--- src/rtl/bmd_pkg.sv ---
// Shared types, constants and helpers for the bulk message deframer.
`timescale 1ns / 1ps

package bmd_pkg;

    // Header layout and limits.
    localparam logic [17:0] HEADER_BYTES   = 18'd12;
    localparam logic [17:0] POS_CAP        = 18'h3FFFF;
    localparam logic [31:0] MAX_PAYLOAD    = 32'd65536;
    localparam logic [7:0]  MSG_OUT_ID     = 8'd1;
    localparam logic [7:0]  MSG_IN_ID      = 8'd2;
    localparam logic [7:0]  ATTR_RSVD_MASK = 8'hFE;

    // Stream widths.
    localparam int S_TDATA_W = 16;
    localparam int M_TDATA_W = 40;
    localparam int CFG_IDX_W = 2;
    localparam int CFG_DAT_W = 17;

    // Result queue between the parser and the output stage.
    localparam int QUEUE_DEPTH = 4;
    localparam int QUEUE_AW    = $clog2(QUEUE_DEPTH);
    localparam int QCOUNT_W    = $clog2(QUEUE_DEPTH + 1);

    // Verdict codes.
    typedef enum logic [2:0] {
        ST_OK         = 3'd0,
        ST_BAD_HEADER = 3'd1,
        ST_TOO_LONG   = 3'd2,
        ST_TRUNCATED  = 3'd3,
        ST_BAD_ALIGN  = 3'd4
    } status_t;

    // Configuration register indexes.
    typedef enum logic [CFG_IDX_W-1:0] {
        CFG_DIRECTION     = 2'd0,
        CFG_MAX_PAYLOAD   = 2'd1,
        CFG_MAX_ALIGNMENT = 2'd2
    } cfg_reg_t;

    // One result transaction.
    typedef struct packed {
        logic [16:0] payload_length;
        logic        eom_attr;
        logic [7:0]  message_tag;
        status_t     status;
        logic        done_res;
        logic        payload_valid;
        logic [7:0]  payload_byte;
    } res_t;

    // The first error seen in a transfer is kept; later ones are dropped.
    function automatic status_t first_err(status_t cur, status_t code);
        return (cur == ST_OK) ? code : cur;
    endfunction

endpackage

--- src/rtl/bmd_front.sv ---
// Front end: parses the header, tracks the transfer and builds result transactions.
`timescale 1ns / 1ps

module bmd_front (
    input  logic                             aclk,
    input  logic                             aresetn,
    input  logic                             cfg_valid,
    input  logic [bmd_pkg::CFG_IDX_W-1:0]    cfg_index,
    input  logic [bmd_pkg::CFG_DAT_W-1:0]    cfg_data,
    input  logic                             item_acc,
    input  logic [7:0]                       data_byte,
    input  logic                             last_byte,
    input  logic [7:0]                       host_tag,
    output logic                             res_push,
    output bmd_pkg::res_t                    res
);

    // Configuration registers.
    logic        direction_reg;
    logic [16:0] max_payload_reg;
    logic [7:0]  max_alignment_reg;

    // Per-transfer state.
    logic [17:0]      pos_reg, pos_next;
    logic [7:0]       tag_reg, tag_next;
    logic [31:0]      len_reg, len_next;
    logic             eom_reg, eom_next;
    bmd_pkg::status_t err_reg, err_next;
    logic [7:0]       want_reg, want_next;

    logic pay_valid;

    // Configuration writes.
    always_ff @(posedge aclk) begin
        if (!aresetn) begin
            direction_reg     <= 1'b0;
            max_payload_reg   <= 17'd65536;
            max_alignment_reg <= 8'd3;
        end else if (cfg_valid) begin
            unique case (cfg_index)
                bmd_pkg::CFG_DIRECTION:     direction_reg     <= cfg_data[0];
                bmd_pkg::CFG_MAX_PAYLOAD:   max_payload_reg   <= cfg_data[16:0];
                bmd_pkg::CFG_MAX_ALIGNMENT: max_alignment_reg <= cfg_data[7:0];
                default: ;
            endcase
        end
    end

    // Byte classification, header checks and the end-of-transfer verdict.
    always_comb begin
        logic [31:0] limit;
        logic [18:0] total;
        logic [18:0] content;
        logic [18:0] extra;
        logic [1:0]  pad;
        logic [7:0]  b;
        logic [7:0]  id_want;

        b       = data_byte;
        id_want = direction_reg ? bmd_pkg::MSG_IN_ID : bmd_pkg::MSG_OUT_ID;
        limit   = ({15'd0, max_payload_reg} < bmd_pkg::MAX_PAYLOAD) ?
                  {15'd0, max_payload_reg} : bmd_pkg::MAX_PAYLOAD;
        total   = '0;
        content = '0;
        extra   = '0;
        pad     = '0;

        pos_next  = pos_reg;
        tag_next  = tag_reg;
        len_next  = len_reg;
        eom_next  = eom_reg;
        err_next  = err_reg;
        want_next = want_reg;
        pay_valid = 1'b0;

        // Header fields by position; payload afterward.
        if (pos_reg == 18'd0) begin
            want_next = host_tag;
            if (b != id_want)
                err_next = bmd_pkg::first_err(err_next, bmd_pkg::ST_BAD_HEADER);
        end else if (pos_reg == 18'd1) begin
            tag_next = b;
            if (b == 8'd0 || (direction_reg && b != want_reg))
                err_next = bmd_pkg::first_err(err_next, bmd_pkg::ST_BAD_HEADER);
        end else if (pos_reg == 18'd2) begin
            if (b != ~tag_reg)
                err_next = bmd_pkg::first_err(err_next, bmd_pkg::ST_BAD_HEADER);
        end else if (pos_reg == 18'd3) begin
            if (b != 8'd0)
                err_next = bmd_pkg::first_err(err_next, bmd_pkg::ST_BAD_HEADER);
        end else if (pos_reg < 18'd8) begin
            // Little-endian length, one byte lane per position.
            case (pos_reg[1:0])
                2'd0:    len_next[7:0]   = b;
                2'd1:    len_next[15:8]  = b;
                2'd2:    len_next[23:16] = b;
                default: len_next[31:24] = b;
            endcase
        end else if (pos_reg == 18'd8) begin
            eom_next = b[0];
            if ((b & bmd_pkg::ATTR_RSVD_MASK) != 8'd0)
                err_next = bmd_pkg::first_err(err_next, bmd_pkg::ST_BAD_HEADER);
        end else if (pos_reg < bmd_pkg::HEADER_BYTES) begin
            if (b != 8'd0)
                err_next = bmd_pkg::first_err(err_next, bmd_pkg::ST_BAD_HEADER);
            if (pos_reg == bmd_pkg::HEADER_BYTES - 18'd1 && len_reg > limit)
                err_next = bmd_pkg::first_err(err_next, bmd_pkg::ST_TOO_LONG);
        end else if (err_reg == bmd_pkg::ST_OK &&
                     {14'd0, pos_reg - bmd_pkg::HEADER_BYTES} < len_reg) begin
            pay_valid = 1'b1;
        end

        // Saturating byte count.
        if (pos_reg != bmd_pkg::POS_CAP)
            pos_next = pos_reg + 18'd1;

        // Verdict on the last byte. With no error the length fits 17 bits.
        if (last_byte) begin
            if (pos_reg < bmd_pkg::HEADER_BYTES - 18'd1)
                err_next = bmd_pkg::first_err(err_next, bmd_pkg::ST_BAD_HEADER);
            if (err_next == bmd_pkg::ST_OK) begin
                total   = {1'b0, pos_reg} + 19'd1;
                content = {1'b0, bmd_pkg::HEADER_BYTES} + {2'd0, len_next[16:0]};
                if (total < content) begin
                    err_next = bmd_pkg::ST_TRUNCATED;
                end else begin
                    extra = total - content;
                    pad   = 2'd0 - len_next[1:0];
                    if (direction_reg ? (extra > {11'd0, max_alignment_reg})
                                      : (extra != {17'd0, pad}))
                        err_next = bmd_pkg::ST_BAD_ALIGN;
                end
            end
        end

        // Result transaction.
        res.payload_byte   = pay_valid ? b : 8'd0;
        res.payload_valid  = pay_valid;
        res.done_res       = last_byte;
        res.status         = last_byte ? err_next : bmd_pkg::ST_OK;
        res.message_tag    = last_byte ? tag_next : 8'd0;
        res.eom_attr       = last_byte ? eom_next : 1'b0;
        res.payload_length = (last_byte && err_next != bmd_pkg::ST_BAD_HEADER &&
                              err_next != bmd_pkg::ST_TOO_LONG) ?
                             len_next[16:0] : 17'd0;

        // The transfer ends here: clear for the next one.
        if (last_byte) begin
            pos_next  = '0;
            tag_next  = '0;
            len_next  = '0;
            eom_next  = 1'b0;
            err_next  = bmd_pkg::ST_OK;
            want_next = '0;
        end
    end

    assign res_push = item_acc && (pay_valid || last_byte);

    // Transfer state registers.
    always_ff @(posedge aclk) begin
        if (!aresetn) begin
            pos_reg  <= '0;
            tag_reg  <= '0;
            len_reg  <= '0;
            eom_reg  <= 1'b0;
            err_reg  <= bmd_pkg::ST_OK;
            want_reg <= '0;
        end else if (item_acc) begin
            pos_reg  <= pos_next;
            tag_reg  <= tag_next;
            len_reg  <= len_next;
            eom_reg  <= eom_next;
            err_reg  <= err_next;
            want_reg <= want_next;
        end
    end

    // A last byte always restarts the position count.
    a_restart: assert property (@(posedge aclk) disable iff (!aresetn)
        (item_acc && last_byte) |=> (pos_reg == 18'd0 && err_reg == bmd_pkg::ST_OK))
        else $error("transfer state not cleared after last byte");

    // A mid-transfer result always carries a payload byte and no verdict.
    a_mid_result: assert property (@(posedge aclk) disable iff (!aresetn)
        (res_push && !res.done_res) |-> (res.payload_valid && res.status == bmd_pkg::ST_OK))
        else $error("mid-transfer result without payload");

endmodule

--- src/rtl/bmd_queue.sv ---
// Short result queue that decouples the parser from the output stage.
`timescale 1ns / 1ps

module bmd_queue (
    input  logic          aclk,
    input  logic          aresetn,
    input  logic          push,
    input  bmd_pkg::res_t push_data,
    input  logic          pop,
    output bmd_pkg::res_t head,
    output logic          empty,
    output logic          full
);

    bmd_pkg::res_t mem [bmd_pkg::QUEUE_DEPTH];

    logic [bmd_pkg::QUEUE_AW-1:0] wr_ptr_reg;
    logic [bmd_pkg::QUEUE_AW-1:0] rd_ptr_reg;
    logic [bmd_pkg::QCOUNT_W-1:0] count_reg;

    assign empty = (count_reg == '0);
    assign full  = (count_reg == bmd_pkg::QCOUNT_W'(bmd_pkg::QUEUE_DEPTH));
    assign head  = mem[rd_ptr_reg];

    // Entry storage.
    always_ff @(posedge aclk) begin
        if (push)
            mem[wr_ptr_reg] <= push_data;
    end

    // Pointers and fill count.
    always_ff @(posedge aclk) begin
        if (!aresetn) begin
            wr_ptr_reg <= '0;
            rd_ptr_reg <= '0;
            count_reg  <= '0;
        end else begin
            if (push)
                wr_ptr_reg <= wr_ptr_reg + 1'b1;
            if (pop)
                rd_ptr_reg <= rd_ptr_reg + 1'b1;
            if (push && !pop)
                count_reg <= count_reg + 1'b1;
            else if (pop && !push)
                count_reg <= count_reg - 1'b1;
        end
    end

    // No write into a full queue unless an entry leaves in the same cycle, and no read from an empty one.
    a_no_overflow: assert property (@(posedge aclk) disable iff (!aresetn)
        !(push && full && !pop))
        else $error("result queue overflow");

    a_no_underflow: assert property (@(posedge aclk) disable iff (!aresetn)
        pop |-> !empty)
        else $error("result queue underflow");

endmodule

--- src/rtl/bmd_back.sv ---
// Back end: output register that drives result transactions onto the stream.
`timescale 1ns / 1ps

module bmd_back (
    input  logic                            aclk,
    input  logic                            aresetn,
    input  bmd_pkg::res_t                   head,
    input  logic                            empty,
    output logic                            pop,
    output logic                            m_tvalid,
    input  logic                            m_tready,
    output logic [bmd_pkg::M_TDATA_W-1:0]   m_tdata,
    output logic                            m_tuser,
    output logic                            m_tlast
);

    logic          out_valid_reg;
    bmd_pkg::res_t out_reg;

    // Reload whenever the register is free or being taken this cycle.
    assign pop = !empty && (!out_valid_reg || m_tready);

    always_ff @(posedge aclk) begin
        if (!aresetn)
            out_valid_reg <= 1'b0;
        else if (pop)
            out_valid_reg <= 1'b1;
        else if (m_tready)
            out_valid_reg <= 1'b0;
    end

    always_ff @(posedge aclk) begin
        if (pop)
            out_reg <= head;
    end

    // Pack the result fields, lowest field first, zero-filled to whole bytes.
    assign m_tvalid = out_valid_reg;
    assign m_tdata  = {3'd0, out_reg.payload_length, out_reg.eom_attr,
                       out_reg.message_tag, out_reg.status, out_reg.payload_byte};
    assign m_tuser  = out_reg.payload_valid;
    assign m_tlast  = out_reg.done_res;

    // A loaded result is presented on the next cycle.
    a_load: assert property (@(posedge aclk) disable iff (!aresetn)
        pop |=> m_tvalid)
        else $error("loaded result not presented");

endmodule

--- src/rtl/bulk_message_deframer.sv ---
// Top level of the bulk message deframer: parser, result queue and output stage.
//
//  Channel   Direction  Handshake            Contents
//  s_        in         s_tvalid/s_tready    tdata: data_byte, host_tag; tlast: last_byte
//  m_        out        m_tvalid/m_tready    tdata: payload and verdict; tuser: payload_valid;
//                                            tlast: done_res
//  cfg_      in         cfg_valid/cfg_ready  cfg_index selects register, cfg_data is the value
//
// One byte is taken per cycle while the result queue is not full; the parser's per-byte
// compares and position counter decide that rate. The queue is written at the edge that
// accepts a byte, and the output register loads from the queue once it is free or being
// taken, so a result reaches m_ through the queue and then the output register.
// Reset is synchronous on aresetn low and restores the register defaults.
// s_tready drops only while the four-entry result queue is full, so the input
// side stalls only after the output side has held m_tready low for a while.
`timescale 1ns / 1ps

module bulk_message_deframer (
    input  logic                            aclk,
    input  logic                            aresetn,
    // Input stream; tdata bits: data_byte [7:0], host_tag [15:8].
    input  logic                            s_tvalid,
    output logic                            s_tready,
    input  logic [bmd_pkg::S_TDATA_W-1:0]   s_tdata,
    input  logic                            s_tlast,
    // Result stream; tdata bits: payload_byte [7:0], status [10:8],
    // message_tag [18:11], eom_attr [19], payload_length [36:20], zero [39:37].
    output logic                            m_tvalid,
    input  logic                            m_tready,
    output logic [bmd_pkg::M_TDATA_W-1:0]   m_tdata,
    // tuser bits: payload_valid [0].
    output logic                            m_tuser,
    output logic                            m_tlast,
    // Configuration write channel.
    input  logic                            cfg_valid,
    output logic                            cfg_ready,
    input  logic [bmd_pkg::CFG_IDX_W-1:0]   cfg_index,
    input  logic [bmd_pkg::CFG_DAT_W-1:0]   cfg_data
);

    logic          item_acc;
    logic          res_push;
    bmd_pkg::res_t res;
    bmd_pkg::res_t head;
    logic          q_empty;
    logic          q_full;
    logic          q_pop;

    assign cfg_ready = 1'b1;
    assign s_tready  = !q_full;
    assign item_acc  = s_tvalid && s_tready;

    // Parser.
    bmd_front u_front (
        .aclk         (aclk),
        .aresetn      (aresetn),
        .cfg_valid    (cfg_valid),
        .cfg_index    (cfg_index),
        .cfg_data     (cfg_data),
        .item_acc     (item_acc),
        .data_byte    (s_tdata[7:0]),
        .last_byte    (s_tlast),
        .host_tag     (s_tdata[15:8]),
        .res_push     (res_push),
        .res          (res)
    );

    // Result queue.
    bmd_queue u_queue (
        .aclk      (aclk),
        .aresetn   (aresetn),
        .push      (res_push),
        .push_data (res),
        .pop       (q_pop),
        .head      (head),
        .empty     (q_empty),
        .full      (q_full)
    );

    // Output stage.
    bmd_back u_back (
        .aclk     (aclk),
        .aresetn  (aresetn),
        .head     (head),
        .empty    (q_empty),
        .pop      (q_pop),
        .m_tvalid (m_tvalid),
        .m_tready (m_tready),
        .m_tdata  (m_tdata),
        .m_tuser  (m_tuser),
        .m_tlast  (m_tlast)
    );

endmodule

--- config.mk ---
export PLATFORM = sky130hd
export DESIGN_NAME = bulk_message_deframer
export DESIGN_NICKNAME = d
export VERILOG_FILES = /design/src/rtl/bmd_pkg.sv /design/src/rtl/bmd_front.sv /design/src/rtl/bmd_queue.sv /design/src/rtl/bmd_back.sv /design/src/rtl/bulk_message_deframer.sv
export SDC_FILE = /design/constraint.sdc
export NUM_CORES = 1
export LEC_CHECK = 0
export BUFFER_PORTS_ARGS = -buffer_cell sky130_fd_sc_hd__buf_2
export CAP_MARGIN = 20
export CELL_PAD_IN_SITES_DETAIL_PLACEMENT = 1
export CELL_PAD_IN_SITES_GLOBAL_PLACEMENT = 2
export CORE_AREA = 2 2 234 167
export CTS_CLUSTER_DIAMETER = 80
export DETAILED_ROUTE_END_ITERATION = 8
export DIE_AREA = 0 0 236 169
export PLACE_DENSITY = 0.88
export SLEW_MARGIN = 10
export SYNTH_ARGS = -nofsm -noshare
export SYNTH_HDL_FRONTEND = slang
export SYNTH_SLANG_ARGS = --single-unit
--- constraint.sdc ---
create_clock -name aclk -period 6.4 [get_ports aclk]
set_input_delay 1.92 -clock aclk [delete_from_list [all_inputs] [get_ports aclk]]
set_output_delay 1.92 -clock aclk [all_outputs]
set_load 0.005 [all_outputs]
**Word level (Yosys, flattened, before mapping)**

Memory sizes are Yosys's and may differ from the RTL's. A register that Yosys moved wholly into a read port is not among the register bits.
Index checks and enable logic that the tools add are counted.

- Flip-flop bits (word level): 104
- RAM bits: 156
- Output and inout port bits: 45
- Logic and storage cells: 176
- Memories kept: 1

Memory list:

| name | depth | bits a word | read ports | clocked after memory_dff | wr ports | RTL line | source |
|---|---|---|---|---|---|---|---|
| u_queue.mem | 4 | 39 | 1 | 1 | 1 | bmd_queue.sv:15 | `bmd_pkg::res_t mem [bmd_pkg::QUEUE_DEPTH];` |

- Add/sub/neg operators: 10
- Order comparisons: 8
- Eq/ne operators: 22
- Muxes and demuxes: 76
- Bitwise logic cells: 1
- Reduce and logical (&&, ||, !) cells: 43

Operators by type and width:

| operator | count |
|---|---|
| 2-to-1 mux 32 bit | 6 |
| 2-to-1 mux 3 bit | 33 |
| 2-to-1 mux 8 bit | 11 |
| < comparator 18 x 4 -> 1 bit (second input constant) | 3 |
| == test 18 x 2 -> 1 bit (second input constant) | 2 |
| == test 18 x 4 -> 1 bit (second input constant) | 2 |
| 2-to-1 mux 18 bit | 2 |
| 2-to-1 mux 17 bit | 2 |
| > comparator 32 bit | 1 |
| < comparator 18 x 32 -> 1 bit | 1 |
| inequality test 8 bit | 3 |
| 2-to-1 mux 1 bit | 21 |
| adder 18 x 1 -> 19 bit (second input constant) | 1 |
| > comparator 19 x 8 -> 1 bit | 1 |
| < comparator 19 bit | 1 |
| inequality test 19 x 2 -> 1 bit | 1 |
| subtractor 19 bit | 1 |
| adder 18 x 1 -> 18 bit (second input constant) | 1 |
| adder 4 x 17 -> 18 bit (first input constant) | 1 |
| == test 18 x 1 -> 1 bit (second input constant) | 1 |
| logical NOT 18 bit | 1 |
| inequality test 18 bit (second input constant) | 1 |
| subtractor 18 x 4 -> 18 bit (second input constant) | 1 |
| < comparator 17 bit (second input constant) | 1 |
| other kinds (24) | 61 |

**Logic depth before layout (Yosys ltp)**

- Word-level depth: 32
- Gate-level depth with buffers: 25

**By module**

Synthesis repeated with hierarchy kept, for this count alone.

- Cells, all modules: 1341
- Area total of the unflattened synthesis: 15382.3 um2

Modules (own cells, without submodules):

| module | instances | cells an instance | area each (um2) |
|---|---|---|---|
| bmd_front | 1 | 1044 | 8056.5 |
| bmd_queue | 1 | 246 | 6063.3 |
| bmd_back | 1 | 47 | 1241.2 |
| bulk_message_deframer | 1 | 4 | 21.3 |

**Worst setup path after synthesis**

No wires, ideal clock.

- Path type: input to register
- Start: input port s_tdata[2] (netlist name)
- End: memory u_queue.mem[0][12] (netlist name) (data pin)
- Setup time: 283 ps
- Data arrival time: 5293 ps
- Setup slack: 824 ps
- Cell stages on the path: 19
- Cells stage by stage: clkbuf_1 > mux2_2 > inv_1 > ha_1 > and3b_1 > mux2i_1 > nor2_1 > xor2_1 > o21ai_0 > ha_1 > clkbuf_1 > nand2_1 > nor2_1 > o31a_1 > a211oi_1 > nor3b_1 > o221ai_1 > nor3_1 > a31oi_1

RTL lines:

| what | RTL line | source |
|---|---|---|
| start, declared | bulk_message_deframer.sv:24 | `input logic [bmd_pkg::S_TDATA_W-1:0] s_tdata,` |
| end, declared | bmd_queue.sv:15 |  |

==> results by group <==
Status
  • Status: complete, no violations

Detailed routing
  • DRT iter0 DRCs: 1131
  • Mean routed wirelength per cell: 25.07 µm
  • Vias per cell: 5.958
  • Via Count: 11642
  • Routed WL: 48990 µm
  • First-pass DRT Iterations: 6
  • DRC errors left: 0
  • Final ANT Viol Nets: 0

STA
  • Tmin final: 5.873 ns
  • Fmax: 170.3 MHz
  • Slew @ Worst Pin: 1.001 ns
  • Max-slew violations: 0
  • Fin crit share: 91.76%
  • Relative slew slack: 33.28%
  • Setup TNS: 0 ns
  • Endpoints failing setup: 0
  • Clk_skew: 0.02726 ns
  • Unrepaired setup endpoints after global routing: no
  • Hold Fails Final Rpt: 0

Floorplanning
  • Die height: 169 µm
  • Die area: 0.03988 mm²
  • Chip width: 236 µm
  • # rows: 60
  • Initial core utilization: 41.49%
  • Core ar.: 0.03776 mm²
  • I/O Pins: 86

Synth
  • Cell Area, Synth: 0.01567 mm²
  • Top post-synthesis cells by area: edfxtp_1 37%, dfxtp_1 13%, ha_1 5.9%
  • Yosys top cell by area: edfxtp_1
  • Post-synthesis xor/xnor area fraction: 4.137%
  • Sequential area share after synthesis: 50.66%
  • Post-synthesis mux area share: 8.417%
  • Largest family of logic cells by synthesized area: simple AND/OR/NAND/NOR gates
  • Syn. warnings: 0
  • Most used flip-flop cell after synthesis: edfxtp_1
  • Synth Area in Simple Gates: 15.99%
  • Syn_area_per_cell: 11.44 µm²
  • Compound-cell area share of the yosys netlist: 10.68%
  • Share of synthesized registers carrying an async set or reset: 0%
  • Seq cells post-synth: 299
  • EDFF count, synth: 195
  • Area share of the largest cell type after synthesis: 37.37%
  • Adder-Cell Fraction of Synth Area: 6.165%
  • Synth cell types: 85
  • Mapped Cells: 1369

Clock tree
  • H-tree levels: 1
  • Post-CTS Setup Inserts: 0
  • Post-CTS Resized: 0
  • Cts bufs inserted: 29
  • CTS tree: done
  • Clock Sinks: 299
  • Reg clk slew, reported paths: 0.07 ns
  • Cts hold-fix bufs: 0
  • Clk buf depth: 3
  • Root Driver: clkbuf_16
  • Clock Latency Late Sink: 0.57 ns

Cells and area
  • Area grow syn2layout: 11.78%
  • Largest register FFs: 156
  • Cell area after layout: 0.01751 mm²
  • Final Net Count: 1552
  • N_diodes: 0
  • Final Util: 46.38%
  • Fillers: 4034
  • Finished Layout Cells: 1954
  • Layout cell share with drive strength beyond 1: 17.56%

Placed design
  • I/O Buffers: 81
  • Placed inst area: 0.01660 mm²
  • Placed cells: 1900
  • HPWL after DPL: 34710 µm
  • Final Wtd Congestion: 0.9120

Critical path
  • Setup CP Type: reg2reg
  • CP Max Fanout: 10
  • Most common cell on crit path: ha_1
  • CP Capture Type: flip-flop
  • Worst Path Buf+Inv: 2
  • Critical Path AT: 6.18 ns
  • CP peak stage delay: 0.52 ns
  • Crit-path leading delay family: simple AND/OR/NAND/NOR gates
  • Worst R2R Path Depth: 21
  • Worst reg-to-reg setup slack: 0.53 ns
  • Critical R2R Capture: u_queue.mem[1][12]
  • Reg-to-reg critical path startpoint: u_front.pos_reg[3]
  • Critical Path, Cell by Cell: inv_1 > ha_1 > nor2_1 > nand4bb_1 > mux2_2 > inv_1 > ha_1 > and3b_1 > mux2i_1 > nor2_2 > nand4_1 > xnor2_1 > mux2i_1 > ha_1 > nand2_1 > nor2_1 > nand2_1 > o31ai_1 > nor2b_1 > a41oi_1 > a31oi_1
  • Worst Path Required: 6.70 ns
  • CP startpoint kind: flip-flop
  • CP max stage cell: o31ai_1

Hold path
  • Hold path depth: 2
  • Hold Path Class: reg2reg
  • Hold Crit Endpoint: u_front.len_reg[30]
  • Min-delay src: u_front.len_reg[30]

Global route
  • Initial antenna violation count: 0
  • Total GRT Usage: 24.55%
  • GRT Residual Overflow: 0
  • First-pass GRT wire length: 74300 µm
  • Largest net degree at the start of global routing: 66
  • Vias in the first global route: 11909

Pwr
  • Leak pwr: 6.529 nW
  • Final Total Pwr: 4.956 mW
  • Peak VDD IR: 0.3373 mV
  • Pwr dens: 283.0 mW/mm²

Flow run
  • Max cap viols: 0
layout by cell type, fill, tap and decap left out, types with 7 or more instances in the layout:
master	Yosys	layout
a21boi_0	36	36
a21o_1	12	12
a21oi_1	43	42
a22oi_1	45	45
a31oi_1	11	11
and2_1	24	20
and3_1	11	11
buf_2	13	81
buf_4	7	40
clkbuf_1	48	9
clkbuf_16	0	30
dfxtp_1	104	102
edfxtp_1	195	195
ha_1	74	74
inv_1	50	50
mux2i_1	32	32
mux4_2	39	39
nand2_1	120	120
nand3_1	34	34
nand4_1	20	20
nor2_1	70	70
nor2b_1	69	69
nor3_1	25	25
nor4_1	16	16
nor4_2	7	7
o21ai_0	38	38
or3_1	8	8
xnor2_1	29	29
xor2_1	45	45
Yosys cell counts, drive strengths merged (6+ instances only):
library cell / instances
or3: 8
buf: 38
nand3: 35
clkbuf: 50
ha: 74
a22oi: 45
and2: 25
xor2: 45
o211ai: 6
a21oi: 44
and3: 11
edfxtp: 195
mux2: 8
o21ai: 44
o221ai: 6
nand2: 120
mux4: 39
a211oi: 6
xnor2: 29
nor2: 73
inv: 50
dfxtp: 104
a21o: 12
o21a: 6
a31oi: 11
nand2b: 6
nor2b: 69
mux2i: 33
nor3: 29
a21boi: 36
nor4: 28
nand4: 21
through the flow:
stage | setup slack (ns) | hold WS [ns]
after floorplan | 0.8237 | 0.4389
after CTS | 0.7474 | 0.4701
final | 0.5272 | 0.4691
after global routing | 0.2048 | 0.4916
after detailed placement | 0.2135 | 0.4614
after global placement | 0.3740 | 0.4531
worst reg2reg max path, stage by stage (launching register included):
cell and delay [ns]:
dfxtp_1 0.39, inv_1 0.12, ha_1 0.36, nor2_1 0.31
nand4bb_1 0.36, mux2_2 0.42, inv_1 0.11, ha_1 0.29
and3b_1 0.21, mux2i_1 0.37, nor2_2 0.14, nand4_1 0.14
xnor2_1 0.13, mux2i_1 0.12, ha_1 0.39, nand2_1 0.09
nor2_1 0.22, nand2_1 0.12, o31ai_1 0.52, nor2b_1 0.20
a41oi_1 0.14, a31oi_1 0.47
worst max path at each step:
stage                   startpoint  depth (start not counted)                 end
2_1_floorplan           s_tdata[2]                         19  u_queue.mem[0][12]
3_3_place_gp            s_tdata[2]                         18  u_queue.mem[0][12]
3_5_place_dp            s_tdata[2]                         18  u_queue.mem[1][12]
4_1_cts        u_front.pos_reg[12]                         20  u_queue.mem[1][12]
5_1_grt        u_front.pos_reg[12]                         20  u_queue.mem[1][12]
6_report        u_front.pos_reg[3]                         21  u_queue.mem[1][12]
cell type report:
class	count	area, µm²	share of cell area (%)
clock buffer	43	830.8	4.744
clock inverter	11	82.58	0.4715
inverter	51	191.4	1.093
multi-input combinational	933	7142	40.78
sequential	299	7940	45.34
tap	496	620.6	3.544
timing repair buffer	121	705.7	4.029
metal layers:
layer	vias up	share of wire [%]	GRT usage (%)
met5	-	0	0
met1	5919	45	35.04
li1	5165	-	-
met3	77	8.7	5.952
met2	481	44	37.91
met4	0	2.2	5.428
power breakdown:
group          internal [mW]  total [mW]  leakage [nW]  switching (mW)
clock                  0.909        1.68         0.446           0.772
combinational          0.366       0.872          3.31           0.506
sequential              2.31        2.40          2.77          0.0924
total                   3.59        4.96          6.53            1.37
cells by family (layout without fill, tap and decap cells):
| logic type | count (synthesis) | in the layout |
|---|---|---|
| DFF | 299 | 299 |
| muxes | 80 | 80 |
| other | 2 | 4 |
| xor gates and xnor gates | 74 | 74 |
| buffers and inverters | 139 | 226 |
| adders and majority gates | 76 | 76 |
| AOI/OAI and AO/OA | 246 | 246 |
| and+or+nand+nor | 453 | 453 |
No activity file was read; power rests on OpenSTA's default activity.
